[src/bmh_pkg.sv]
// bmh_pkg: shared constants, codes and types of the binary max-heap priority queue
`timescale 1ns / 1ps
`default_nettype none
package bmh_pkg;

    localparam int HEAP_DEPTH = 1024;
    localparam int ADDR_W     = $clog2(HEAP_DEPTH);
    localparam int CNT_W      = $clog2(HEAP_DEPTH + 1);
    localparam int CH_W       = ADDR_W + 1;
    localparam int VALUE_W    = 32;
    localparam int STATUS_W   = 2;
    localparam int ENTRY_W    = 11;

    localparam logic CMD_PUSH = 1'b0;
    localparam logic CMD_POP  = 1'b1;

    localparam logic [STATUS_W-1:0] ST_OK    = 2'd0;
    localparam logic [STATUS_W-1:0] ST_EMPTY = 2'd1;
    localparam logic [STATUS_W-1:0] ST_FULL  = 2'd2;

    typedef enum logic [1:0] {
        K_PUSH  = 2'd0,
        K_POP   = 2'd1,
        K_EMPTY = 2'd2,
        K_FULL  = 2'd3
    } t_kind;

    // one classified command waiting for the heap engine
    typedef struct packed {
        t_kind                      kind;
        logic signed [VALUE_W-1:0]  value;
        logic [CNT_W-1:0]           count;
    } t_job;

endpackage
`default_nettype wire

[src/bmh_queue.sv]
// bmh_queue: two-entry job queue between the classifier and the heap engine
`timescale 1ns / 1ps
`default_nettype none
module bmh_queue (
    input  wire logic          i_clk,
    input  wire logic          i_rst_n,
    input  wire bmh_pkg::t_job i_job,
    input  wire logic          i_valid,
    output logic               o_ready,
    output bmh_pkg::t_job      o_job,
    output logic               o_valid,
    input  wire logic          i_ready
);

    bmh_pkg::t_job r_slot [2];
    logic          r_wp;
    logic          r_rp;
    logic [1:0]    r_cnt;
    logic          w_push;
    logic          w_pop;

    assign o_ready = (r_cnt != 2'd2);
    assign o_valid = (r_cnt != 2'd0);
    assign o_job   = r_slot[r_rp];
    assign w_push  = i_valid && o_ready;
    assign w_pop   = o_valid && i_ready;

    always_ff @(posedge i_clk) begin
        if (w_push) begin
            r_slot[r_wp] <= i_job;
        end
    end

    always_ff @(posedge i_clk) begin
        if (!i_rst_n) begin
            r_wp  <= 1'b0;
            r_rp  <= 1'b0;
            r_cnt <= 2'd0;
        end else begin
            if (w_push) begin
                r_wp <= ~r_wp;
            end
            if (w_pop) begin
                r_rp <= ~r_rp;
            end
            case ({w_push, w_pop})
                2'b10:   r_cnt <= r_cnt + 2'd1;
                2'b01:   r_cnt <= r_cnt - 2'd1;
                default: r_cnt <= r_cnt;
            endcase
        end
    end

endmodule
`default_nettype wire

[config.mk]
export PLATFORM = sky130hd
export DESIGN_NAME = bmh_queue
export DESIGN_NICKNAME = d
export VERILOG_FILES = /design/src/bmh_pkg.sv /design/src/bmh_queue.sv
export SDC_FILE = /design/constraint.sdc
export NUM_CORES = 1
export LEC_CHECK = 0
export ABC_AREA = 0
export BUFFER_PORTS_ARGS = -buffer_cell sky130_fd_sc_hd__buf_2
export CORE_UTILIZATION = 40
export CTS_BUF_LIST = sky130_fd_sc_hd__clkbuf_8 sky130_fd_sc_hd__clkbuf_16
export CTS_CLUSTER_DIAMETER = 120
export CTS_CLUSTER_SIZE = 40
export DETAILED_ROUTE_END_ITERATION = 6
export GPL_TIMING_DRIVEN = 0
export MAX_ROUTING_LAYER = met4
export SETUP_SLACK_MARGIN = 0.4
export SLEW_MARGIN = 20
export SYNTH_ARGS = -nofsm -noshare
export SYNTH_HDL_FRONTEND = slang
export SYNTH_SLANG_ARGS = --single-unit
[constraint.sdc]
create_clock -name i_clk -period 4.35 [get_ports i_clk]
set_clock_uncertainty 0.05 [all_clocks]
set_input_delay 0.87 -clock i_clk [delete_from_list [all_inputs] [get_ports i_clk]]
set_output_delay 0.87 -clock i_clk [all_outputs]
set_load 0.005 [all_outputs]
Word-level counts from Yosys, hierarchy flattened. Memories as Yosys holds them, arrays and structs flattened. A register that Yosys moved wholly into a read port is not among the register bits. Index checks and enable logic that the tools add are counted.

Input port bits: 49. Word-level logic and storage cells: 20. ROM bits: 0. Memories kept: 1. RAM bits: 90. Flip-flop bits (word level): 4. Bits in latches: 0. Output and inout bits: 47.

$add $sub $neg: 2. Equality and inequality tests: 3. Bitwise logic cells: 2. Reductions and logical operators: 4. Muxes and demuxes: 5. Divide/modulo/power cells: 0. Magnitude comparators: 0. Multipliers: 0. Shifts and indexed selects: 0.

Memory list: r_slot (depth 2, bits a word 45, read ports 1, clocked after memory_dff 1, wr ports 1, line bmh_queue.sv:15) `bmh_pkg::t_job r_slot [2];`.

Operators with widths (number): $mux 1 (4); $pmux 2 s2 (1); $reduce_bool 2->1 (2); $add 2x1->2 const B (1); $eq 2x1->1 const B (1); $eq 2x2->1 const B (1); $logic_and 1x1->1 (2); $ne 2x2->1 const B (1); $not 1->1 (2); $sub 2x1->2 const B (1).

Depth between registers and ports, before layout. Gate-level depths: netlist (run 1).

Depth in word-level cells: 4. Depth in mapped cells: 6. Depth with buffers taken out: 6.

Least setup slack after synthesis (run 1). Ideal clock, no wire load.

Kind: input to register. From: input port i_valid. To: memory r_slot[1][0] (netlist bit) (enable). Setup time: 0.407 ns. Buffers on the path: 0. Required time: 3.893 ns. Slack: 1.896 ns. Stages on the path: 1. Arrival: 1.996 ns. Cell sequence: and3_1.

Word-level cells in the longest chain between the ends: 3.

Ends and longest elaborated chain: start, declared (line bmh_queue.sv:8) `input wire logic i_valid,`; $logic_and 1x1->1 (line bmh_queue.sv:25) `assign w_push = i_valid && o_ready;`; $mux 1 (line bmh_queue.sv:29) `if (w_push) begin`; $mux 1 (not written as such) (line bmh_queue.sv:30) `r_slot[r_wp] <= i_job;`; end, declared (line bmh_queue.sv:15).

Every way passes these cells.

==> impl_metrics.py, run 1 <==
metrics = {
    "outcome": {
        "status": "complete, no violations",
    },
    "drt": {
        "route.final.wire_length_mm": 5.75,
        "maxUsedRoutingLayer": "met4",
        "ant_nets": 0,
        "dr.pass1.iters": 4,
        "vias": 1803,
        "post_drt_via_cell_ratio": 4.73,
        "drcViolationCount": 0,
        "met3WireLength_um": 404,
        "first_iter_violations": 72,
        "dr_wl_met2_mm": 2.83,
        "wl_met1_mm": 2.44,
        "routedWlPerCell_um": 15.1,
    },
    "grt": {
        "antenna_found_initial": 0,
        "grt-ovfl-total": 0,
        "first_global_vias": 1836,
        "grt_max_degree": 26,
        "track_usage_pct": 13.8,
        "grt_pass1_wl_mm": 8.71,
    },
    "worst_setup_path": {
        "r2r_cells": 3,
        "critPathKind": "register to primary output",
        "start_kind": "register",
        "critPathMaxFanout": 10,
        "worst_setup_path_end_kind": "primary output",
        "arrival_ns": 1.66,
        "cp.required_ns": 3.43,
    },
    "placement": {
        "gp_congestion": 0.653,
        "dp.cells": 366,
        "dp_hpwl_mm": 3.84,
        "portBuffers": 95,
    },
    "clock_tree": {
        "cts_tree": "done",
        "clock_path_buffers": 2,
        "clkLatencyLatePin_ns": 0.34,
        "cts_resized": 0,
        "cts_setup_buffers": 0,
        "cts_htree_levels": 3,
        "cts.sinks": 95,
        "root_buffer": "clkbuf_8",
        "clkSlewWorstSetupHoldPaths_ns": 0.09,
        "cts_hold_buf": 0,
        "numCtsBuffers": 9,
    },
    "logic_synthesis": {
        "synth_fp_nets": 214,
        "ys_ff_latch": 95,
        "ys_types": 20,
        "synth_warnings": 0,
        "synthAdderAreaFrac_pct": 0.361,
        "synthSimpleGateAreaFrac_pct": 1.59,
        "yosysTopAreaCell": "edfxtp_1",
        "synth_cells": 164,
        "synthTopCellsByArea": "edfxtp_1, mux2_2, dfxtp_1",
        "synthMuxAreaShare_pct": 14.6,
        "syn_area_um2": 3470,
        "yosysTopAreaCellShare_pct": 77.9,
        "synth_area_per_cell_um2": 21.2,
        "synth_top_family_by_area": "multiplexers",
        "yosys.area_share.xor_xnor_pct": 0.757,
        "synth_compound_area_share_pct": 1.08,
        "ys_seq_area_share_pct": 80.8,
    },
    "finish": {
        "final_cells": 381,
        "nets": 322,
        "n_antenna_cell": 0,
        "area_growth_pct": 25.4,
        "layout_common_cells": "buf_2, edfxtp_1, mux2_2, clkbuf_8, dfxtp_1",
        "drive_gt1_share_pct": 60.1,
        "final_common_cell": "buf_2",
        "n_fill_cell": 736,
    },
    "sta": {
        "hold_viol_final": 0,
        "finalSetupViolations": 0,
        "finalCriticalPeriod_ns": 2.58,
        "slew_headroom_pct": 63.9,
        "period_share_pct": 59.4,
        "worst_pin_slew_ns": 0.541,
        "fmax_mhz": 387,
        "slew_viol_final": 0,
        "rsz0062_at_grt": "no",
        "final.setup.tns_ns": 0,
    },
    "die": {
        "die_x_um": 95.1,
        "die_h_um": 95.1,
        "start_util_pct": 41.8,
        "die_area_um2": 9050,
        "std_cell_rows": 33,
        "core_area_um2": 8300,
        "ioPinCount": 96,
    },
    "min_path": {
        "hp-class": "register to register",
        "hold_depth": 2,
    },
    "pwr": {
        "ir_drop_mv": 0.245,
        "sw_frac_of_total_pct": 24.6,
        "p_leak_nw": 1.64,
        "p_int_mw": 1.86,
        "powerDensity_nw_per_um2": 568,
        "p_comb_share_pct": 25.1,
        "seq_power_share_pct": 48.1,
        "clockPowerShare_pct": 26.8,
        "p_total_mw": 2.47,
        "p_sw_uw": 608,
    },
    "run": {
        "maxCapViolations": 0,
    },
}
-- sequential cells by signal, indices dropped and copies added (netlist names), named ones only --
| signal | count |
|---|---|
| r_slot | 90 |
| r_cnt | 2 |
| r_rp | 1 |
| r_wp | 1 |
-- layout make-up --
type,count,area [um^2],area share (%)
clock inverters,6,109,2.50
multi-input cells,63,639,14.7
inverters,1,3.75,0.0863
repair buffers,97,515,11.8
plain buffers,5,25.0,0.575
flip-flops and latches,95,2800,64.4
well taps,105,131,3.02
clock buffers,9,124,2.85
-- critical path, stage by stage (launching register included) --
cell,delay (ns)
dfxtp_1,0.31
buf_2,0.22
buf_2,0.30
mux2_2,0.37
buf_2,0.13
-- routing by layer --
| metal | track usage, % | vias up |
|---|---|---|
| li1 | - | 856 |
| met1 | 15.8 | 877 |
| met2 | 22.0 | 61 |
| met3 | 4.07 | 9 |
| met4 | 7.20 | 0 |
| met5 | - | - |
-- synthesized netlist by cell type (all sizes together) --
library cell   n
and3           1
nand2b         1
and2           1
dfxtp          5
edfxtp        90
nor2b          2
ha             1
a21bo          1
buf            5
nand3b         1
mux2          45
a21boi         2
o21a           1
xnor2          3
o21ai          1
inv            1
nand2          1
or2            1
or3            1
-- stage by stage --
stage / instance area [um^2] / utilization (%) / hold slack, ns / worst slack, ns
CTS: 4350 / 52.4 / 0.479 / 1.69
floorplan: 3470 / - / 0.429 / 1.90
finish: 4350 / 52.4 / 0.477 / 1.77
global placement: 4080 / 49.1 / 0.444 / 1.16
detailed placement: 4120 / 49.6 / 0.462 / 2.09
global route: 4350 / 52.4 / 0.539 / 1.66
-- power groups by stage --
stage               Clock, mW  Combinational, mW  Sequential, mW
global route            0.714              0.683            1.20
CTS                     0.684              0.635            1.19
detailed placement          0              0.631            1.21
finish                  0.663              0.619            1.19
floorplan                   0              0.373            1.20
global placement            0              0.610            1.21
-- cells by family (layout without fill, tap and decap cells) --
family	count (synthesis)	after routing
DFF	95	95
xor gates and xnor gates	3	3
and+or+nand+nor	9	9
AOI/OAI and AO/OA	5	5
buffers and inverters	6	118
muxes	45	45
adders and majority gates	1	1
-- path summary, 6_finish.rpt --
check / slack [ns] / endpoint / start
worst max-delay path: 1.77 / o_job[7] / register
worst min-delay path: 0.48 / r_cnt[1] / r_cnt[1]
worst max register to register: 2.53 / r_slot[1][27] / r_cnt[0]
worst min register to register: 0.48 / r_cnt[1] / r_cnt[1]
No activity file was read; power rests on OpenSTA's default activity.
==> inputs of run 2 (changes only) <==
- ABC_AREA: 0 -> 1
- clock period: 4.35 -> 2.56 ns (I/O delays scaled with it)
==> run 2 against run 1 <==
  * The run now ends with DRC left
  * Largest power group unchanged
  * Wire length fell by 1.1%
  * Register-to-register slack got worse by 1.8 ns
  * Worst setup slack got worse by 1.2 ns
  * Cell area rose by 6.2%
  * Critical path type unchanged
  * Sequential power rose by 64%
==> impl_metrics.py, run 2 <==
metrics = {
    "logic_synthesis": {
        "ys_top_cells_by_count": "edfxtp_1, mux2_4, nand2_1, nor2_1",
        "synthTopCellsByArea": "edfxtp_1, mux2_4, dfxtp_1",
        "yosysTopAreaCell": "edfxtp_1",
        "synth_warnings": 0,
        "ys_types": 18,
        "ys_ff_latch": 95,
        "synthFlopType": "edfxtp_1",
        "yosysTopAreaCellShare_pct": 73.2,
        "syn_area_um2": 3690,
        "synth_fp_nets": 226,
        "ys_seq_area_share_pct": 75.9,
        "synth_cells": 176,
        "async_reset_ff_share_pct": 0,
        "synth_area_per_cell_um2": 21.0,
        "synth_edf_count": 90,
        "synth_most_common_cell": "edfxtp_1",
    },
    "clock_tree": {
        "cts_htree_levels": 3,
        "cts_hold_buf": 0,
        "numCtsBuffers": 9,
        "clock_path_buffers": 2,
        "clkLatencyLatePin_ns": 0.34,
        "root_buffer": "clkbuf_8",
        "clkSlewWorstSetupHoldPaths_ns": 0.09,
        "cts_tree": "done",
        "cts_setup_buffers": 0,
        "cts_resized": 0,
        "cts.sinks": 95,
    },
    "sta": {
        "hold_viol_final": 0,
        "finalCriticalPeriod_ns": 2.00,
        "worst_pin_slew_ns": 0.507,
        "rsz0062_at_grt": "no",
        "timing.hold.ws_ns": 0.300,
        "final.setup.tns_ns": 0,
        "slew_viol_final": 0,
        "period_share_pct": 78.1,
        "finalSetupViolations": 0,
        "fmax_mhz": 500,
        "slew_headroom_pct": 66.1,
    },
    "drt": {
        "routedWlPerCell_um": 14.2,
        "drcViolationCount": 9,
        "first_iter_violations": 32,
        "route.final.wire_length_mm": 5.68,
        "dr.pass1.iters": 6,
        "ant_nets": 0,
        "vias": 1826,
        "post_drt_via_cell_ratio": 4.58,
    },
    "finish": {
        "final_common_cell": "buf_2",
        "multiInputGateArea_um2": 791,
        "drive_gt1_share_pct": 57.0,
        "n_fill_cell": 755,
        "area_growth_pct": 25.1,
        "nets": 336,
        "largest_reg_flops": 90,
        "n_antenna_cell": 0,
        "top_regs": "r_slot (90), r_cnt (2)",
        "layout_common_cells": "buf_2, edfxtp_1, mux2_4, clkbuf_8, nand2_1",
        "seq_area_um2": 2800,
        "regMostFlops": "r_slot",
    },
    "worst_setup_path": {
        "cpMaxStageDelayCell": "dfxtp_1",
        "critPathMaxFanout": 10,
        "arrival_ns": 1.44,
        "r2r_slack_ns": 0.77,
        "path_cells": "buf_6 -> buf_12 -> mux2_4 -> buf_2",
        "worst_setup_path_end_kind": "primary output",
        "start_kind": "register",
        "critPathKind": "register to primary output",
        "cp.required_ns": 2.00,
        "cp_slowest_stage_delay_ns": 0.33,
    },
    "placement": {
        "dp_hpwl_mm": 3.95,
        "portBuffers": 95,
        "gp_congestion": 0.708,
    },
    "outcome": {
        "failed_checks": "DRC",
        "status": "finished with violations",
    },
    "pwr": {
        "ir_drop_mv": 0.352,
        "powerDensity_nw_per_um2": 820,
        "p_leak_nw": 1.83,
        "p_total_mw": 3.79,
    },
    "grt": {
        "grt-ovfl-total": 0,
        "grt_pass1_wl_mm": 8.96,
        "grt_max_degree": 21,
        "track_usage_pct": 12.9,
        "first_global_vias": 1850,
        "antenna_found_initial": 0,
    },
    "die": {
        "core_area_um2": 8850,
        "die_area_um2": 9620,
        "start_util_pct": 41.7,
        "die_x_um": 98.1,
        "std_cell_rows": 34,
        "die_h_um": 98.1,
        "ioPinCount": 96,
    },
    "min_path": {
        "hp-class": "primary input to register",
    },
    "run": {
        "maxCapViolations": 0,
    },
}
-- run 2: cell count changes after synthesis, sizes merged, moves of 2 or more --
| cell | change |
|---|---|
| nor2 | +10 |
| a21boi | -2 |
| nand2 | +9 |
| nor2b | -2 |
| inv | +4 |
| xnor2 | -3 |
-- run 2: final timing paths --
kind | from | to | depth (start not counted)
min | i_job[23] | r_slot[0][23] | 1
min reg2reg | r_rp | r_rp | 2
max reg2reg | r_cnt[0] | r_slot[0][34] | 6
max | register | o_job[32] | 4
-- run 2: logic make-up after synthesis --
| kind of cell | Yosys count | share of synthesized area, % |
|---|---|---|
| DFF | 95 | 75.9 |
| muxes | 45 | 17.8 |
| and+or+nand+nor | 22 | 2.47 |
| buffers and inverters | 10 | 2.98 |
| AOI/OAI and AO/OA | 3 | 0.474 |
| adders and majority gates | 1 | 0.339 |
-- run 2: per-layer routing --
metal,wire length [um],GRT usage (%),up-vias
li1,-,-,889
met1,2540,15.5,861
met2,2680,19.7,69
met3,397,4.15,7
met4,70,6.29,0
met5,0,-,-
-- run 2: power breakdown --
group,switching [mW],internal [mW],leakage [nW],total (mW)
logic,0.383,0.518,0.847,0.901
clock network,0.471,0.468,0.102,0.939
registers,0.0488,1.90,0.883,1.95
total,0.903,2.89,1.83,3.79
-- run 2: worst max-delay path, delay by kind of cell, from the launching register on --
family	cells	cell delay, ns
mux	1	0.30
flops	1	0.33
buf+inv	3	0.47
-- run 2: per-stage QoR --
step	cell area, um^2	util [%]	instances	worst slack (ns)
3_5_place_dp	4420	50.0	383	0.694
4_1_cts	4620	52.2	399	0.518
2_1_floorplan	3700	-	176	0.786
6_report	4620	52.2	399	0.561
3_3_place_gp	4310	48.8	379	0.252
5_1_grt	4620	52.2	399	0.462
-- run 2: layout make-up --
type                            instances  share of cell area, %
Buffer                                  5                   1.98
Clock buffer                           10                   2.98
Clock inverter                          6                   1.22
Inverter                                5                  0.406
Multi-Input combinational cell         71                   17.1
Sequential cell                        95                   60.7
Tap cell                              108                   2.93
Timing Repair Buffer                   99                   12.7
==> inputs of run 3 (changes only) <==
- clock period: 2.56 -> 1.85 ns (I/O delays scaled with it)
==> run 3 against run 2 <==
  * The run ends with DRC, setup timing left
  * Via count up 5.1%
  * Utilization increased by 5.1 points
  * Cell area grew 9.9%
  * Global-route usage increased by 0.67 points
  * Power is 51% higher
  * Clock power grew 37%
  * Sequential share of layout area is 5.2 points lower
  * First-iteration DRC count is 34% higher
  * Register-to-register slack got worse by 0.29 ns
  * Wire length grew 12%
  * Critical path depth stayed put
  * Critical path type unchanged
==> impl_metrics.py, run 3 (same netlist as run 2, synthesis figures left out) <==
metrics = {
    "outcome": {
        "status": "finished with violations",
        "failed_checks": "DRC, setup timing",
    },
    "finish": {
        "top_regs": "r_slot (90), r_cnt (2)",
        "final_common_cell": "edfxtp_1",
        "layout_common_cells": "edfxtp_1, buf_2, mux2_4, buf_6",
        "regMostFlops": "r_slot",
        "drive_gt1_share_pct": 61.4,
        "n_antenna_cell": 0,
        "final_cells": 411,
        "nets": 348,
        "largest_reg_flops": 90,
        "area_growth_pct": 37.5,
    },
    "placement": {
        "gp_congestion": 0.660,
        "dp_hpwl_mm": 3.94,
        "portBuffers": 95,
        "preCtsSetupSlack_ns": -0.00158,
        "dp.cells": 381,
    },
    "sta": {
        "hold_viol_final": 0,
        "worst_pin_slew_ns": 0.358,
        "finalCriticalPeriod_ns": 1.86,
        "final.setup.tns_ns": -0.100,
        "period_share_pct": 101,
        "slew_viol_final": 0,
        "slew_headroom_pct": 76.0,
        "finalSetupViolations": 29,
        "fmax_mhz": 538,
        "rsz0062_at_grt": "yes",
        "timing.hold.ws_ns": 0.149,
        "fin_ws_ns": -0.00938,
    },
    "die": {
        "ioPinCount": 96,
        "start_util_pct": 41.7,
        "die_h_um": 98.1,
        "core_area_um2": 8850,
        "die_area_um2": 9620,
        "die_x_um": 98.1,
        "std_cell_rows": 34,
    },
    "grt": {
        "grt_max_degree": 25,
        "first_global_vias": 1871,
        "grt_pass1_wl_mm": 9.32,
        "track_usage_pct": 13.6,
        "antenna_found_initial": 0,
        "grt-ovfl-total": 0,
    },
    "min_path": {
        "hp-class": "primary input to register",
        "hold_path_startpoint": "i_job[10]",
    },
    "worst_setup_path": {
        "start_kind": "register",
        "critPathKind": "register to primary output",
        "r2r_start": "r_cnt[0]",
        "cp_slowest_stage_delay_ns": 0.39,
        "arrival_ns": 1.44,
        "path_cells": "clkbuf_16 -> buf_12 -> mux2_4 -> buf_6",
        "cp.required_ns": 1.43,
        "critPathMaxFanout": 5,
        "worst_setup_path_end_kind": "primary output",
        "cpMaxStageDelayCell": "dfxtp_4",
    },
    "drt": {
        "routedWlPerCell_um": 15.5,
        "vias": 1919,
        "drcViolationCount": 6,
        "first_iter_violations": 43,
        "ant_nets": 0,
        "dr.pass1.iters": 6,
        "post_drt_via_cell_ratio": 4.67,
        "route.final.wire_length_mm": 6.35,
    },
    "clock_tree": {
        "numCtsBuffers": 9,
        "clkLatencyLatePin_ns": 0.35,
        "root_buffer": "clkbuf_8",
        "clock_path_buffers": 2,
        "clkSlewWorstSetupHoldPaths_ns": 0.09,
        "cts_htree_levels": 3,
        "cts.sinks": 95,
        "cts_tree": "done",
        "cts_hold_buf": 0,
    },
    "pwr": {
        "p_leak_nw": 2.00,
        "ir_drop_mv": 0.602,
        "powerDensity_nw_per_um2": 1130,
        "p_total_mw": 5.73,
    },
    "run": {
        "maxCapViolations": 0,
    },
}
## run 3: changes by cell type in the layout (fill, tap and decap cells not counted), moves of 3 or more
cell	change
buf_6	+39
clkbuf_16	+5
dfxtp_1	-4
buf_2	-40
buf_4	+5
dfxtp_4	+3
buf_12	+5
buf_16	-4
## run 3: report_power, final
group          switching [mW]  internal, mW  total (mW)
clock network           0.672         0.615        1.29
registers              0.0816          2.64        2.72
logic                   0.642          1.08        1.72
## run 3: cell type report
class	instances	area (um^2)
clock inverter	7	65.1
tap	108	135
buffer	5	100
fill	695	3770
clock buffer	9	124
inverter	5	21.3
multi-input combinational	73	845
timing repair buffer	109	968
sequential	95	2820
## run 3: stage by stage
| step | util, % | area, um^2 |
|---|---|---|
| 2_1_floorplan | - | 3720 |
| 3_3_place_gp | 48.9 | 4330 |
| 3_5_place_dp | 49.4 | 4370 |
| 4_1_cts | 54.9 | 4850 |
| 5_1_grt | 57.3 | 5070 |
| 6_report | 57.3 | 5070 |
## run 3: critical path: cells and delay by family (launching register included)
| kind | cells | cell delay, ns |
|---|---|---|
| buffers and inverters | 3 | 0.40 |
| flip-flops | 1 | 0.39 |
| multiplexers | 1 | 0.30 |
## run 3: what timing repair did
item                                    CTS  global route
endpoints found under the setup margin  138            72
pin swaps                                 2             0
buffers inserted                          4             2
resized for setup                        39            16
gates cloned                              3             5
## run 3: path summary, 6_finish.rpt
check | cells past startpoint | slack [ns] | to
setup / recovery | 4 | -0.009 | o_job[35]
hold / removal | 1 | 0.15 | r_slot[1][10]
setup reg to reg | 8 | 0.48 | r_cnt[1]
hold reg to reg | 2 | 0.46 | r_rp
## run 3: layer usage
metal	track usage (%)	vias up	routed length, um	part of all wire [%]
met3	4.22	12	334	5.3
met4	6.99	0	146	2.3
li1	-	919	-	-
met1	16.0	928	2780	44
met5	-	-	0	0
met2	21.1	60	3090	49
