--- config.mk ---
export PLATFORM = sky130hd
export DESIGN_NAME = bmh_front_flat
export DESIGN_NICKNAME = d
export VERILOG_FILES = /design/src/bmh_pkg.sv /design/src/bmh_if.sv /design/src/bmh_front.sv /design/src/flat_wrapper.sv
export SDC_FILE = /design/constraint.sdc
export NUM_CORES = 1
export LEC_CHECK = 0
export BUFFER_PORTS_ARGS = -buffer_cell sky130_fd_sc_hd__buf_2
export CAP_MARGIN = 20
export CORE_MARGIN = 2
export CORE_UTILIZATION = 47
export CTS_BUF_LIST = sky130_fd_sc_hd__clkbuf_4
export DETAILED_ROUTE_END_ITERATION = 16
export PLACE_DENSITY = 0.88
export SLEW_MARGIN = 20
export SYNTH_ARGS = -nofsm -noshare
export SYNTH_HDL_FRONTEND = slang
export SYNTH_SLANG_ARGS = --single-unit
--- constraint.sdc ---
create_clock -name i_clk -period 3.2 [get_ports i_clk]
set_input_delay 0.64 -clock i_clk [delete_from_list [all_inputs] [get_ports i_clk]]
set_output_delay 0.64 -clock i_clk [all_outputs]
set_load 0.02 [all_outputs]
--- src/bmh_pkg.sv ---
// bmh_pkg: shared constants, codes and types of the binary max-heap priority queue
`timescale 1ns / 1ps
`default_nettype none
package bmh_pkg;

    localparam int HEAP_DEPTH = 1024;
    localparam int ADDR_W     = $clog2(HEAP_DEPTH);
    localparam int CNT_W      = $clog2(HEAP_DEPTH + 1);
    localparam int CH_W       = ADDR_W + 1;
    localparam int VALUE_W    = 32;
    localparam int STATUS_W   = 2;
    localparam int ENTRY_W    = 11;

    localparam logic CMD_PUSH = 1'b0;
    localparam logic CMD_POP  = 1'b1;

    localparam logic [STATUS_W-1:0] ST_OK    = 2'd0;
    localparam logic [STATUS_W-1:0] ST_EMPTY = 2'd1;
    localparam logic [STATUS_W-1:0] ST_FULL  = 2'd2;

    typedef enum logic [1:0] {
        K_PUSH  = 2'd0,
        K_POP   = 2'd1,
        K_EMPTY = 2'd2,
        K_FULL  = 2'd3
    } t_kind;

    // one classified command waiting for the heap engine
    typedef struct packed {
        t_kind                      kind;
        logic signed [VALUE_W-1:0]  value;
        logic [CNT_W-1:0]           count;
    } t_job;

endpackage
`default_nettype wire

--- src/bmh_if.sv ---
// bmh_if: command and response channel interfaces of the heap
`timescale 1ns / 1ps
`default_nettype none
interface bmh_cmd_if;
    logic                               valid;
    logic                               ready;
    logic                               command;
    logic signed [bmh_pkg::VALUE_W-1:0] value;

    modport source(output valid, output command, output value, input ready);
    modport sink(input valid, input command, input value, output ready);
endinterface

`default_nettype wire

--- src/bmh_front.sv ---
// bmh_front: accepts commands, checks full/empty against the running count and classifies them
`timescale 1ns / 1ps
`default_nettype none
module bmh_front (
    input  wire logic          i_clk,
    input  wire logic          i_rst_n,
    bmh_cmd_if.sink            i_cmd,
    output bmh_pkg::t_job      o_job,
    output logic               o_job_valid,
    input  wire logic          i_job_ready
);

    logic [bmh_pkg::CNT_W-1:0] r_count;
    logic [bmh_pkg::CNT_W-1:0] n_count;
    logic                      w_xfer;

    assign i_cmd.ready = i_job_ready;
    assign o_job_valid = i_cmd.valid;
    assign w_xfer      = i_cmd.valid && i_job_ready;

    // count is tracked here so each command is classified as it arrives
    always_comb begin
        n_count     = r_count;
        o_job.value = i_cmd.value;
        o_job.kind  = bmh_pkg::K_PUSH;
        if (i_cmd.command == bmh_pkg::CMD_POP) begin
            if (r_count == '0) begin
                o_job.kind = bmh_pkg::K_EMPTY;
            end else begin
                o_job.kind = bmh_pkg::K_POP;
                n_count    = r_count - bmh_pkg::CNT_W'(1);
            end
        end else begin
            if (r_count == bmh_pkg::CNT_W'(bmh_pkg::HEAP_DEPTH)) begin
                o_job.kind = bmh_pkg::K_FULL;
            end else begin
                o_job.kind = bmh_pkg::K_PUSH;
                n_count    = r_count + bmh_pkg::CNT_W'(1);
            end
        end
        o_job.count = n_count;
    end

    always_ff @(posedge i_clk) begin
        if (!i_rst_n) begin
            r_count <= '0;
        end else if (w_xfer) begin
            r_count <= n_count;
        end
    end

endmodule
`default_nettype wire

--- src/flat_wrapper.sv ---
// flat-port wrapper written by rule: the top's interface ports become plain ports
module bmh_front_flat 
  (i_clk, i_rst_n, o_job, o_job_valid, i_job_ready, i_cmd_valid, i_cmd_command, i_cmd_value, i_cmd_ready);
  bmh_cmd_if i_cmd_i ();
  input  wire logic i_clk;
  input  wire logic i_rst_n;
  output bmh_pkg::t_job o_job;
  output logic o_job_valid;
  input  wire logic i_job_ready;
  input wire logic [$bits(i_cmd_i.valid)-1:0] i_cmd_valid;
  input wire logic [$bits(i_cmd_i.command)-1:0] i_cmd_command;
  input wire logic [$bits(i_cmd_i.value)-1:0] i_cmd_value;
  output wire logic [$bits(i_cmd_i.ready)-1:0] i_cmd_ready;
  assign i_cmd_i.valid = i_cmd_valid;
  assign i_cmd_i.command = i_cmd_command;
  assign i_cmd_i.value = i_cmd_value;
  assign i_cmd_ready = i_cmd_i.ready;
  bmh_front u_core (.i_clk(i_clk), .i_rst_n(i_rst_n), .i_cmd(i_cmd_i), .o_job(o_job), .o_job_valid(o_job_valid), .i_job_ready(i_job_ready));
endmodule
Word level (Yosys, flattened, before mapping) --
Index checks and enable logic that the tools add are counted.
Operators by class: add/subtract/negate cells 2, $mul 0, div/mod/pow operators 0, order comparisons 0, eq/ne operators 1, shift-type cells 0, muxes and demuxes 6, bitwise gates (word level) 0, reduce and logical (&&, ||, !) cells 2
Operators with widths (number):
- 11-bit two-way mux | 3
- 11-bit by 1-bit adder with 11-bit output (second input constant) | 1
- 11-bit == test (second input constant) | 1
- 11-bit zero test | 1
- 11-bit by 1-bit subtractor with 11-bit output (second input constant) | 1
- 2-bit two-way mux | 3
- 1-bit logical AND | 1
Word-level totals: bits in registers 11, bits in latches 0, memory bits (writable) 0, bits in read-only memories 0, input bits 37, output and inout port bits 47, logic and storage cells 12, memories 0

Longest topological paths before layout --
Gate-level depths: netlist of run 1.
word-level depth 3, gate-level depth with buffers 8, gate-level depth less buffers 7

Worst setup path after synthesis of run 1 --
No wires, ideal clock.
kind reg-to-output, start register u_core.r_count[0] (netlist name), end output o_job[8] (netlist name), arrival time 1.936 ns, required time 2.560 ns, path slack 0.624 ns, cell stages (with the launch flop) 8, path buffers 1, path through dfxtp_1 -> inv_1 -> ha_1 -> nor4b_4 -> and2_4 -> and3_1 -> clkbuf_1 -> o31ai_1
RTL lines:
- start: declaration | line bmh_front.sv:13 | logic [bmh_pkg::CNT_W-1:0] r_count;
- start signal: assignment | line bmh_front.sv:48 | r_count <= n_count;
- end: declaration | line flat_wrapper.sv:7 | output bmh_pkg::t_job o_job;

==> report_table.html, run 1 <==
<table>
<tr><th>Metric</th><th>Value</th></tr>
<tr><th colspan="2">Run status</th></tr>
<tr><td>Status</td><td>finished, final reports clean</td></tr>
<tr><th colspan="2">Clocking</th></tr>
<tr><td>Clock tree from TritonCTS</td><td>done</td></tr>
<tr><td>Hold buffer count at cts</td><td>0</td></tr>
<tr><td>Clk pin slew, worst setup/hold paths</td><td>0.08 ns</td></tr>
<tr><td>Total number of H-tree levels</td><td>1</td></tr>
<tr><td>Root Buffer</td><td>sky130_fd_sc_hd__clkbuf_4</td></tr>
<tr><td>Max Buffers Root-to-Sink</td><td>2</td></tr>
<tr><td># resized after CTS</td><td>0</td></tr>
<tr><td>Clock latency reported for the late side of the worst-skew pair</td><td>0.27 ns</td></tr>
<tr><td>Clock sink count</td><td>11</td></tr>
<tr><td>Clock buffers created by TritonCTS</td><td>3</td></tr>
<tr><td>Post-CTS Setup Bufs</td><td>0</td></tr>
<tr><th colspan="2">Timing</th></tr>
<tr><td>Worst hold slack</td><td>0.576 ns</td></tr>
<tr><td>Largest clock skew in the final design</td><td>between 0.0015 and 0.002 ns</td></tr>
<tr><td>Final setup violation count</td><td>0</td></tr>
<tr><td>Transition at the pin with the smallest max-transition slack</td><td>about 0.6 ns</td></tr>
<tr><td>Final setup TNS</td><td>0 ns</td></tr>
<tr><td>Min Tclk post-route</td><td>about 2.9 ns</td></tr>
<tr><td>Highest clock frequency the design can meet</td><td>348 MHz</td></tr>
<tr><td>Share of the cycle needed by the critical path after routing</td><td>89.8%</td></tr>
<tr><td>Count of final max-slew check failures</td><td>0</td></tr>
<tr><td>Fin worst setup slack</td><td>0.326 ns</td></tr>
<tr><td>Setup repair after global routing missed its margin</td><td>false</td></tr>
<tr><td>Relative slew slack</td><td>60.5%</td></tr>
<tr><td>Final count of hold timing violations</td><td>0</td></tr>
<tr><th colspan="2">Min path</th></tr>
<tr><td>Min-delay worst type</td><td>register to register</td></tr>
<tr><th colspan="2">Detailed routing</th></tr>
<tr><td>DR iter-0 viols</td><td>54</td></tr>
<tr><td>Routed vias</td><td>1056</td></tr>
<tr><td>DRT Wirelength</td><td>2830 um</td></tr>
<tr><td>DRC violation count after routing</td><td>0</td></tr>
<tr><td>Post-route ant nets</td><td>0</td></tr>
<tr><td>Mean routed wirelength per cell</td><td>16.7 um</td></tr>
<tr><td>Detail-routed via count per cell</td><td>6.25</td></tr>
<tr><td>Number of iterations in the first detailed-routing pass</td><td>4</td></tr>
<tr><th colspan="2">Die</th></tr>
<tr><td>Die boundary height</td><td>56.0 um</td></tr>
<tr><td>I/O pin count</td><td>84</td></tr>
<tr><td>Core Footprint</td><td>2520 um2</td></tr>
<tr><td>Area of the die</td><td>between 3000 and 4000 um2</td></tr>
<tr><td>Effective utilization at floorplan</td><td>50.3%</td></tr>
<tr><td>Overall die width</td><td>~56 um</td></tr>
<tr><td>Number of placement rows</td><td>18</td></tr>
<tr><th colspan="2">Synth</th></tr>
<tr><td>Instance count of the mapped netlist</td><td>158</td></tr>
<tr><td>Leading post-synthesis cells by cell area</td><td>sky130_fd_sc_hd__buf_4 (20%), sky130_fd_sc_hd__dfxtp_1 (17%), sky130_fd_sc_hd__xnor2_1 (5.5%), sky130_fd_sc_hd__o21ai_0 (3.5%), sky130_fd_sc_hd__or3_1 (3.0%)</td></tr>
<tr><td>Mean area per synthesized cell</td><td>8.04 um2</td></tr>
<tr><td>Top cell type's share of synthesized area</td><td>20.1%</td></tr>
<tr><td>Leading register cell type out of synthesis</td><td>sky130_fd_sc_hd__dfxtp_1</td></tr>
<tr><td>Portion of the post-synthesis area used by sequential elements</td><td>17.3%</td></tr>
<tr><td>Synthesized netlist net count</td><td>197</td></tr>
<tr><td>Library cell with the largest summed area after synthesis</td><td>sky130_fd_sc_hd__buf_4</td></tr>
<tr><td>Number of flops mapped to enable cells by yosys</td><td>0</td></tr>
<tr><td>Post-synthesis instance area</td><td>1270 um2</td></tr>
<tr><td>Number of warning messages in the yosys log</td><td>0</td></tr>
<tr><td>Register bit total from synthesis</td><td>11</td></tr>
<tr><td>Distinct cell type count of the synthesized netlist</td><td>46</td></tr>
<tr><td>Async set or reset register ratio after synthesis</td><td>0%</td></tr>
<tr><th colspan="2">Placed design</th></tr>
<tr><td>Post-Place Setup Slack</td><td>0.642 ns</td></tr>
<tr><td>Routability cong.</td><td>about 0.95</td></tr>
<tr><td>Detailed placement HPWL</td><td>approximately 2100 um</td></tr>
<tr><td>Instance area at placement</td><td>1090 um2</td></tr>
<tr><td>Number of port buffers</td><td>19</td></tr>
<tr><th colspan="2">GRT</th></tr>
<tr><td>Antenna violations before repair</td><td>0</td></tr>
<tr><td>Number of global-route vias before repair</td><td>979</td></tr>
<tr><td>Global-route wire length before repair</td><td>4630 um</td></tr>
<tr><td>Grt ovf</td><td>0</td></tr>
<tr><td>Maximum number of pins on one net before global-route repair</td><td>17</td></tr>
<tr><td>Total GRT Usage</td><td>18.7%</td></tr>
<tr><th colspan="2">Power</th></tr>
<tr><td>Pwr/cell area</td><td>about 530 nW/um2</td></tr>
<tr><td>Leakage power</td><td>between 0.0004 and 0.0005 uW</td></tr>
<tr><td>IR Drop Worst-Case VDD</td><td>276 uV</td></tr>
<tr><th colspan="2">Setup path</th></tr>
<tr><td>Arrival time worst endpoint</td><td>2.23 ns</td></tr>
<tr><td>Setup CP Type</td><td>register to output pin</td></tr>
<tr><td>Crit path launch type</td><td>register</td></tr>
<tr><td>Critical Path Sink Type</td><td>output pin</td></tr>
<tr><td>Maximum fanout encountered on the critical timing path</td><td>5</td></tr>
<tr><td>Worst EP required</td><td>2.56 ns</td></tr>
<tr><th colspan="2">Layout</th></tr>
<tr><td>Largest regs</td><td>u_core.r_count: 11 flops</td></tr>
<tr><td>Most frequent standard cell in the layout excluding fill and tap cells</td><td>sky130_fd_sc_hd__buf_2</td></tr>
<tr><td>Final core area utilization</td><td>44.5%</td></tr>
<tr><td>Design Area, Final</td><td>around 1100 um2</td></tr>
<tr><td>Fraction of layout instances using a drive strength above 1</td><td>24.5%</td></tr>
<tr><td>Antenna diodes</td><td>0</td></tr>
<tr><td>Most frequent cells in the layout</td><td>sky130_fd_sc_hd__buf_2 (19), sky130_fd_sc_hd__dfxtp_1 (11), sky130_fd_sc_hd__o21ai_0 (9)</td></tr>
<tr><td>Area growth, synth to finish</td><td>-11.6%</td></tr>
<tr><td>Register with the most flip-flops</td><td>u_core.r_count</td></tr>
<tr><td>Number of flip-flops in the largest register</td><td>11</td></tr>
<tr><td>Net total in the final layout</td><td>approximately 180</td></tr>
<tr><th colspan="2">Job</th></tr>
<tr><td>Max-cap violations</td><td>0</td></tr>
</table>
==> kinds of logic (layout without fill, tap and decap cells) <==
kind of cell / after synthesis / after routing / synth area share, %
simple gates: 51 / 51 / 25.6
buf+inv: 47 / 28 / 25.9
compound gates: 33 / 33 / 19.2
xor+xnor: 12 / 12 / 8.28
flops: 11 / 11 / 17.3
fa+ha+maj: 2 / 2 / 1.97
mux: 2 / 2 / 1.67
==> worst paths after layout <==
kind                     startpoint                 to  slack, ns  depth (start not counted)
setup reg to reg  u_core.r_count[0]  u_core.r_count[8]       1.15                          7
hold / removal    u_core.r_count[0]  u_core.r_count[0]       0.58                          2
hold reg to reg   u_core.r_count[0]  u_core.r_count[0]       0.58                          2
setup / recovery  u_core.r_count[1]           o_job[6]       0.33                          7
==> Yosys cell counts, types with 2 or more instances <==
cell                       number
sky130_fd_sc_hd__buf_4         34
sky130_fd_sc_hd__dfxtp_1       11
sky130_fd_sc_hd__o21ai_0        9
sky130_fd_sc_hd__xnor2_1        8
sky130_fd_sc_hd__a21oi_1        7
sky130_fd_sc_hd__nand2_1        7
sky130_fd_sc_hd__nor2_1         7
sky130_fd_sc_hd__or3_1          6
sky130_fd_sc_hd__nand3_1        5
sky130_fd_sc_hd__nor3_1         5
sky130_fd_sc_hd__inv_1          4
sky130_fd_sc_hd__xor2_1         4
sky130_fd_sc_hd__a31oi_1        3
sky130_fd_sc_hd__and2_1         3
sky130_fd_sc_hd__buf_6          3
sky130_fd_sc_hd__clkbuf_1       3
sky130_fd_sc_hd__o31ai_1        3
sky130_fd_sc_hd__a22oi_1        2
sky130_fd_sc_hd__and3_1         2
sky130_fd_sc_hd__buf_2          2
sky130_fd_sc_hd__ha_1           2
sky130_fd_sc_hd__nand3b_1       2
sky130_fd_sc_hd__nand4b_1       2
sky130_fd_sc_hd__or4_1          2
==> worst max-delay path: stages (launching register included) <==
cell and delay [ns]:
sky130_fd_sc_hd__dfxtp_1 0.35, sky130_fd_sc_hd__inv_1 0.12, sky130_fd_sc_hd__ha_1 0.22, sky130_fd_sc_hd__or4b_4 0.49, sky130_fd_sc_hd__a2111oi_4 0.37, sky130_fd_sc_hd__nor2_1 0.09
sky130_fd_sc_hd__xnor2_1 0.13, sky130_fd_sc_hd__buf_2 0.18
==> per-stage QoR <==
step | total power, uW | instances
floorplan | 471 | 158
global placement | 475 | 165
detailed placement | 481 | 165
CTS | 589 | 169
global route | 626 | 169
finish | 590 | 169
==> layer usage <==
metal | global-route usage [%] | share of wire (%) | vias to the layer above | wire [um]
li1 | - | - | 493 | -
met1 | 18.8 | 36 | 484 | 1030
met2 | 31.4 | 47 | 47 | 1340
met3 | 3.26 | 8.9 | 32 | 253
met4 | 18.7 | 7.2 | 0 | 205
met5 | 0 | 0 | - | 0
==> final cells by class <==
| type | instances | area (um2) |
|---|---|---|
| repair buffers | 19 | 95.1 |
| inverters | 5 | 18.8 |
| fillers | 243 | 1400 |
| clock buffers | 4 | 30.0 |
| well taps | 30 | 37.5 |
| multi-input cells | 100 | 721 |
| flip-flops and latches | 11 | 220 |
==> power by group <==
| group | internal, uW | switching, uW | total (uW) |
|---|---|---|---|
| Combinational | 128 | 183 | 311 |
| Sequential | 147 | 23.5 | 170 |
| Clock | 56.8 | 52.6 | 109 |
| Total | 331 | 259 | 590 |
Note: power is estimated with default switching activity, not from simulation.
==> inputs of run 2 (changes only) <==
--- a/config.mk
+++ b/config.mk
@@ -11,7 +11,7 @@
 export CORE_UTILIZATION = 47
 export CTS_BUF_LIST = sky130_fd_sc_hd__clkbuf_4
 export DETAILED_ROUTE_END_ITERATION = 16
-export PLACE_DENSITY = 0.88
+export PLACE_DENSITY_LB_ADDON = 0.08
 export SLEW_MARGIN = 20
 export SYNTH_ARGS = -nofsm -noshare
 export SYNTH_HDL_FRONTEND = slang
==> report_table.html, run 2 (synthesized netlist as in run 1, its figures left out) <==
<table>
<tr><th>Metric</th><th>Value</th></tr>
<tr><th colspan="2">Run status</th></tr>
<tr><td>Status</td><td>finished, final reports clean (unchanged)</td></tr>
<tr><th colspan="2">Clocking</th></tr>
<tr><td>Max Buffers Root-to-Sink</td><td>2 (unchanged)</td></tr>
<tr><td>Clock sink count</td><td>11 (unchanged)</td></tr>
<tr><td>Total number of H-tree levels</td><td>1 (unchanged)</td></tr>
<tr><td>Clock latency reported for the late side of the worst-skew pair</td><td>0.28 ns (was 0.27 ns)</td></tr>
<tr><td>Hold buffer count at cts</td><td>0 (unchanged)</td></tr>
<tr><td>Post-CTS Setup Bufs</td><td>0 (unchanged)</td></tr>
<tr><td>Clk pin slew, worst setup/hold paths</td><td>0.08 ns (about the same)</td></tr>
<tr><td># resized after CTS</td><td>0 (unchanged)</td></tr>
<tr><td>Clock buffers created by TritonCTS</td><td>3 (unchanged)</td></tr>
<tr><td>Clock tree from TritonCTS</td><td>done (unchanged)</td></tr>
<tr><td>Root Buffer</td><td>sky130_fd_sc_hd__clkbuf_4 (unchanged)</td></tr>
<tr><th colspan="2">Setup path</th></tr>
<tr><td>Worst EP required</td><td>2.56 ns (about the same)</td></tr>
<tr><td>Crit path launch type</td><td>register (unchanged)</td></tr>
<tr><td>Maximum fanout encountered on the critical timing path</td><td>7 (was 5)</td></tr>
<tr><td>Setup CP Type</td><td>register to output pin (unchanged)</td></tr>
<tr><td>Critical Path Sink Type</td><td>output pin (unchanged)</td></tr>
<tr><td>Arrival time worst endpoint</td><td>2.26 ns (was 2.23 ns)</td></tr>
<tr><th colspan="2">Layout</th></tr>
<tr><td>Final core area utilization</td><td>44.5% (unchanged)</td></tr>
<tr><td>Number of flip-flops in the largest register</td><td>11 (unchanged)</td></tr>
<tr><td>Net total in the final layout</td><td>179 (unchanged)</td></tr>
<tr><td>Most frequent standard cell in the layout excluding fill and tap cells</td><td>sky130_fd_sc_hd__buf_2 (unchanged)</td></tr>
<tr><td>Fraction of layout instances using a drive strength above 1</td><td>24.5% (unchanged)</td></tr>
<tr><td>Antenna diodes</td><td>0 (unchanged)</td></tr>
<tr><td>Filler cells</td><td>272 (was 243)</td></tr>
<tr><td>Register with the most flip-flops</td><td>u_core.r_count (unchanged)</td></tr>
<tr><td>Design Area, Final</td><td>1120 um2 (unchanged)</td></tr>
<tr><td>Largest regs</td><td>u_core.r_count: 11 flops (unchanged)</td></tr>
<tr><td>Area growth, synth to finish</td><td>-11.6% (unchanged)</td></tr>
<tr><td>Most frequent cells in the layout</td><td>sky130_fd_sc_hd__buf_2 (19), sky130_fd_sc_hd__dfxtp_1 (11), sky130_fd_sc_hd__o21ai_0 (9) (unchanged)</td></tr>
<tr><th colspan="2">GRT</th></tr>
<tr><td>Antenna violations before repair</td><td>0 (unchanged)</td></tr>
<tr><td>Total GRT Usage</td><td>18.3% (was 18.7%)</td></tr>
<tr><td>Maximum number of pins on one net before global-route repair</td><td>17 (unchanged)</td></tr>
<tr><td>Grt ovf</td><td>0 (unchanged)</td></tr>
<tr><td>Global-route wire length before repair</td><td>4550 um (was 4630 um)</td></tr>
<tr><td>Number of global-route vias before repair</td><td>948 (was 979)</td></tr>
<tr><th colspan="2">Timing</th></tr>
<tr><td>Largest clock skew in the final design</td><td>0.00332 ns (was 0.00156 ns)</td></tr>
<tr><td>Count of final max-slew check failures</td><td>0 (unchanged)</td></tr>
<tr><td>Relative slew slack</td><td>58.0% (was 60.5%)</td></tr>
<tr><td>Transition at the pin with the smallest max-transition slack</td><td>0.624 ns (was 0.587 ns)</td></tr>
<tr><td>Highest clock frequency the design can meet</td><td>345 MHz (was 348 MHz)</td></tr>
<tr><td>Final setup violation count</td><td>0 (unchanged)</td></tr>
<tr><td>Share of the cycle needed by the critical path after routing</td><td>90.7% (was 89.8%)</td></tr>
<tr><td>Final setup TNS</td><td>0 ns (unchanged)</td></tr>
<tr><td>Setup repair after global routing missed its margin</td><td>false (unchanged)</td></tr>
<tr><td>Min Tclk post-route</td><td>2.90 ns (was 2.87 ns)</td></tr>
<tr><td>Final count of hold timing violations</td><td>0 (unchanged)</td></tr>
<tr><th colspan="2">Die</th></tr>
<tr><td>Area of the die</td><td>3130 um2 (unchanged)</td></tr>
<tr><td>I/O pin count</td><td>84 (unchanged)</td></tr>
<tr><td>Effective utilization at floorplan</td><td>50.3% (unchanged)</td></tr>
<tr><td>Core Footprint</td><td>2520 um2 (unchanged)</td></tr>
<tr><td>Overall die width</td><td>56.0 um (unchanged)</td></tr>
<tr><td>Die boundary height</td><td>56.0 um (unchanged)</td></tr>
<tr><td>Number of placement rows</td><td>18 (unchanged)</td></tr>
<tr><th colspan="2">Detailed routing</th></tr>
<tr><td>DRT Wirelength</td><td>2820 um (was 2830 um)</td></tr>
<tr><td>Number of iterations in the first detailed-routing pass</td><td>4 (unchanged)</td></tr>
<tr><td>Mean routed wirelength per cell</td><td>16.7 um (about the same)</td></tr>
<tr><td>Post-route ant nets</td><td>0 (unchanged)</td></tr>
<tr><td>DR iter-0 viols</td><td>34 (was 54)</td></tr>
<tr><td>DRC violation count after routing</td><td>0 (unchanged)</td></tr>
<tr><td>Detail-routed via count per cell</td><td>6.13 (was 6.25)</td></tr>
<tr><td>Routed vias</td><td>1036 (was 1056)</td></tr>
<tr><th colspan="2">Placed design</th></tr>
<tr><td>Detailed placement HPWL</td><td>2050 um (was 2100 um)</td></tr>
<tr><td>Instance area at placement</td><td>1090 um2 (unchanged)</td></tr>
<tr><td>Routability cong.</td><td>0.868 (was 0.954)</td></tr>
<tr><td>Number of port buffers</td><td>19 (unchanged)</td></tr>
<tr><th colspan="2">Power</th></tr>
<tr><td>Power Total</td><td>591 uW (was 590 uW)</td></tr>
<tr><td>Pwr/cell area</td><td>527 nW/um2 (was 526 nW/um2)</td></tr>
<tr><td>IR Drop Worst-Case VDD</td><td>300 uV (was 276 uV)</td></tr>
<tr><td>Leakage power</td><td>0.000442 uW (unchanged)</td></tr>
<tr><th colspan="2">Min path</th></tr>
<tr><td>Min-delay worst type</td><td>register to register (unchanged)</td></tr>
<tr><th colspan="2">Job</th></tr>
<tr><td>Max-cap violations</td><td>0 (unchanged)</td></tr>
</table>
-- run 2: cell counts in the layout (fill, tap and decap cells not counted) --
Identical to the previous run, type by type.
-- run 2: layout make-up --
type / count / area [um2] / area share, %
Clock buffer: 4 / 30.0 / 2.68
Tap cell: 30 / 37.5 / 3.34
Multi-Input combinational cell: 100 / 721 / 64.2
Timing Repair Buffer: 19 / 95.1 / 8.47
Inverter: 5 / 18.8 / 1.67
Sequential cell: 11 / 220 / 19.6
-- run 2: final timing paths --
path	slack, ns	depth (start not counted)	endpoint	from
max	0.30	7	o_job[6]	u_core.r_count[0]
min	0.56	2	u_core.r_count[1]	u_core.r_count[1]
max reg2reg	1.15	7	u_core.r_count[8]	u_core.r_count[0]
min reg2reg	0.56	2	u_core.r_count[1]	u_core.r_count[1]
-- run 2: power breakdown --
| group | switching, uW | internal [uW] | total [uW] | leakage [uW] |
|---|---|---|---|---|
| Clock | 51.3 | 56.9 | 108 | 0.0000184 |
| Sequential | 22.7 | 147 | 169 | 0.0000894 |
| Combinational | 185 | 128 | 313 | 0.000334 |
-- run 2: metrics by stage --
stage / setup WS, ns / hold WS [ns] / instances
floorplan: 0.624 / 0.516 / 158
global placement: 0.657 / 0.542 / 165
detailed placement: 0.626 / 0.547 / 165
CTS: 0.300 / 0.559 / 169
global route: 0.124 / 0.603 / 169
finish: 0.298 / 0.557 / 169
-- run 2: per-layer routing --
| layer | vias to the layer above | routed length (um) | global-route usage (%) |
|---|---|---|---|
| li1 | 496 | - | - |
| met1 | 463 | 1220 | 23.5 |
| met2 | 43 | 1210 | 25.7 |
| met3 | 34 | 248 | 5.81 |
| met4 | 0 | 142 | 12.2 |
| met5 | - | 0 | 0 |
-- run 2: critical path, cell delays in order, from the launching register on --
cell	delay [ns]
sky130_fd_sc_hd__dfxtp_1	0.37
sky130_fd_sc_hd__inv_1	0.10
sky130_fd_sc_hd__ha_1	0.22
sky130_fd_sc_hd__or4b_4	0.50
sky130_fd_sc_hd__a2111oi_4	0.37
sky130_fd_sc_hd__nor2_1	0.09
sky130_fd_sc_hd__xnor2_1	0.14
sky130_fd_sc_hd__buf_2	0.19
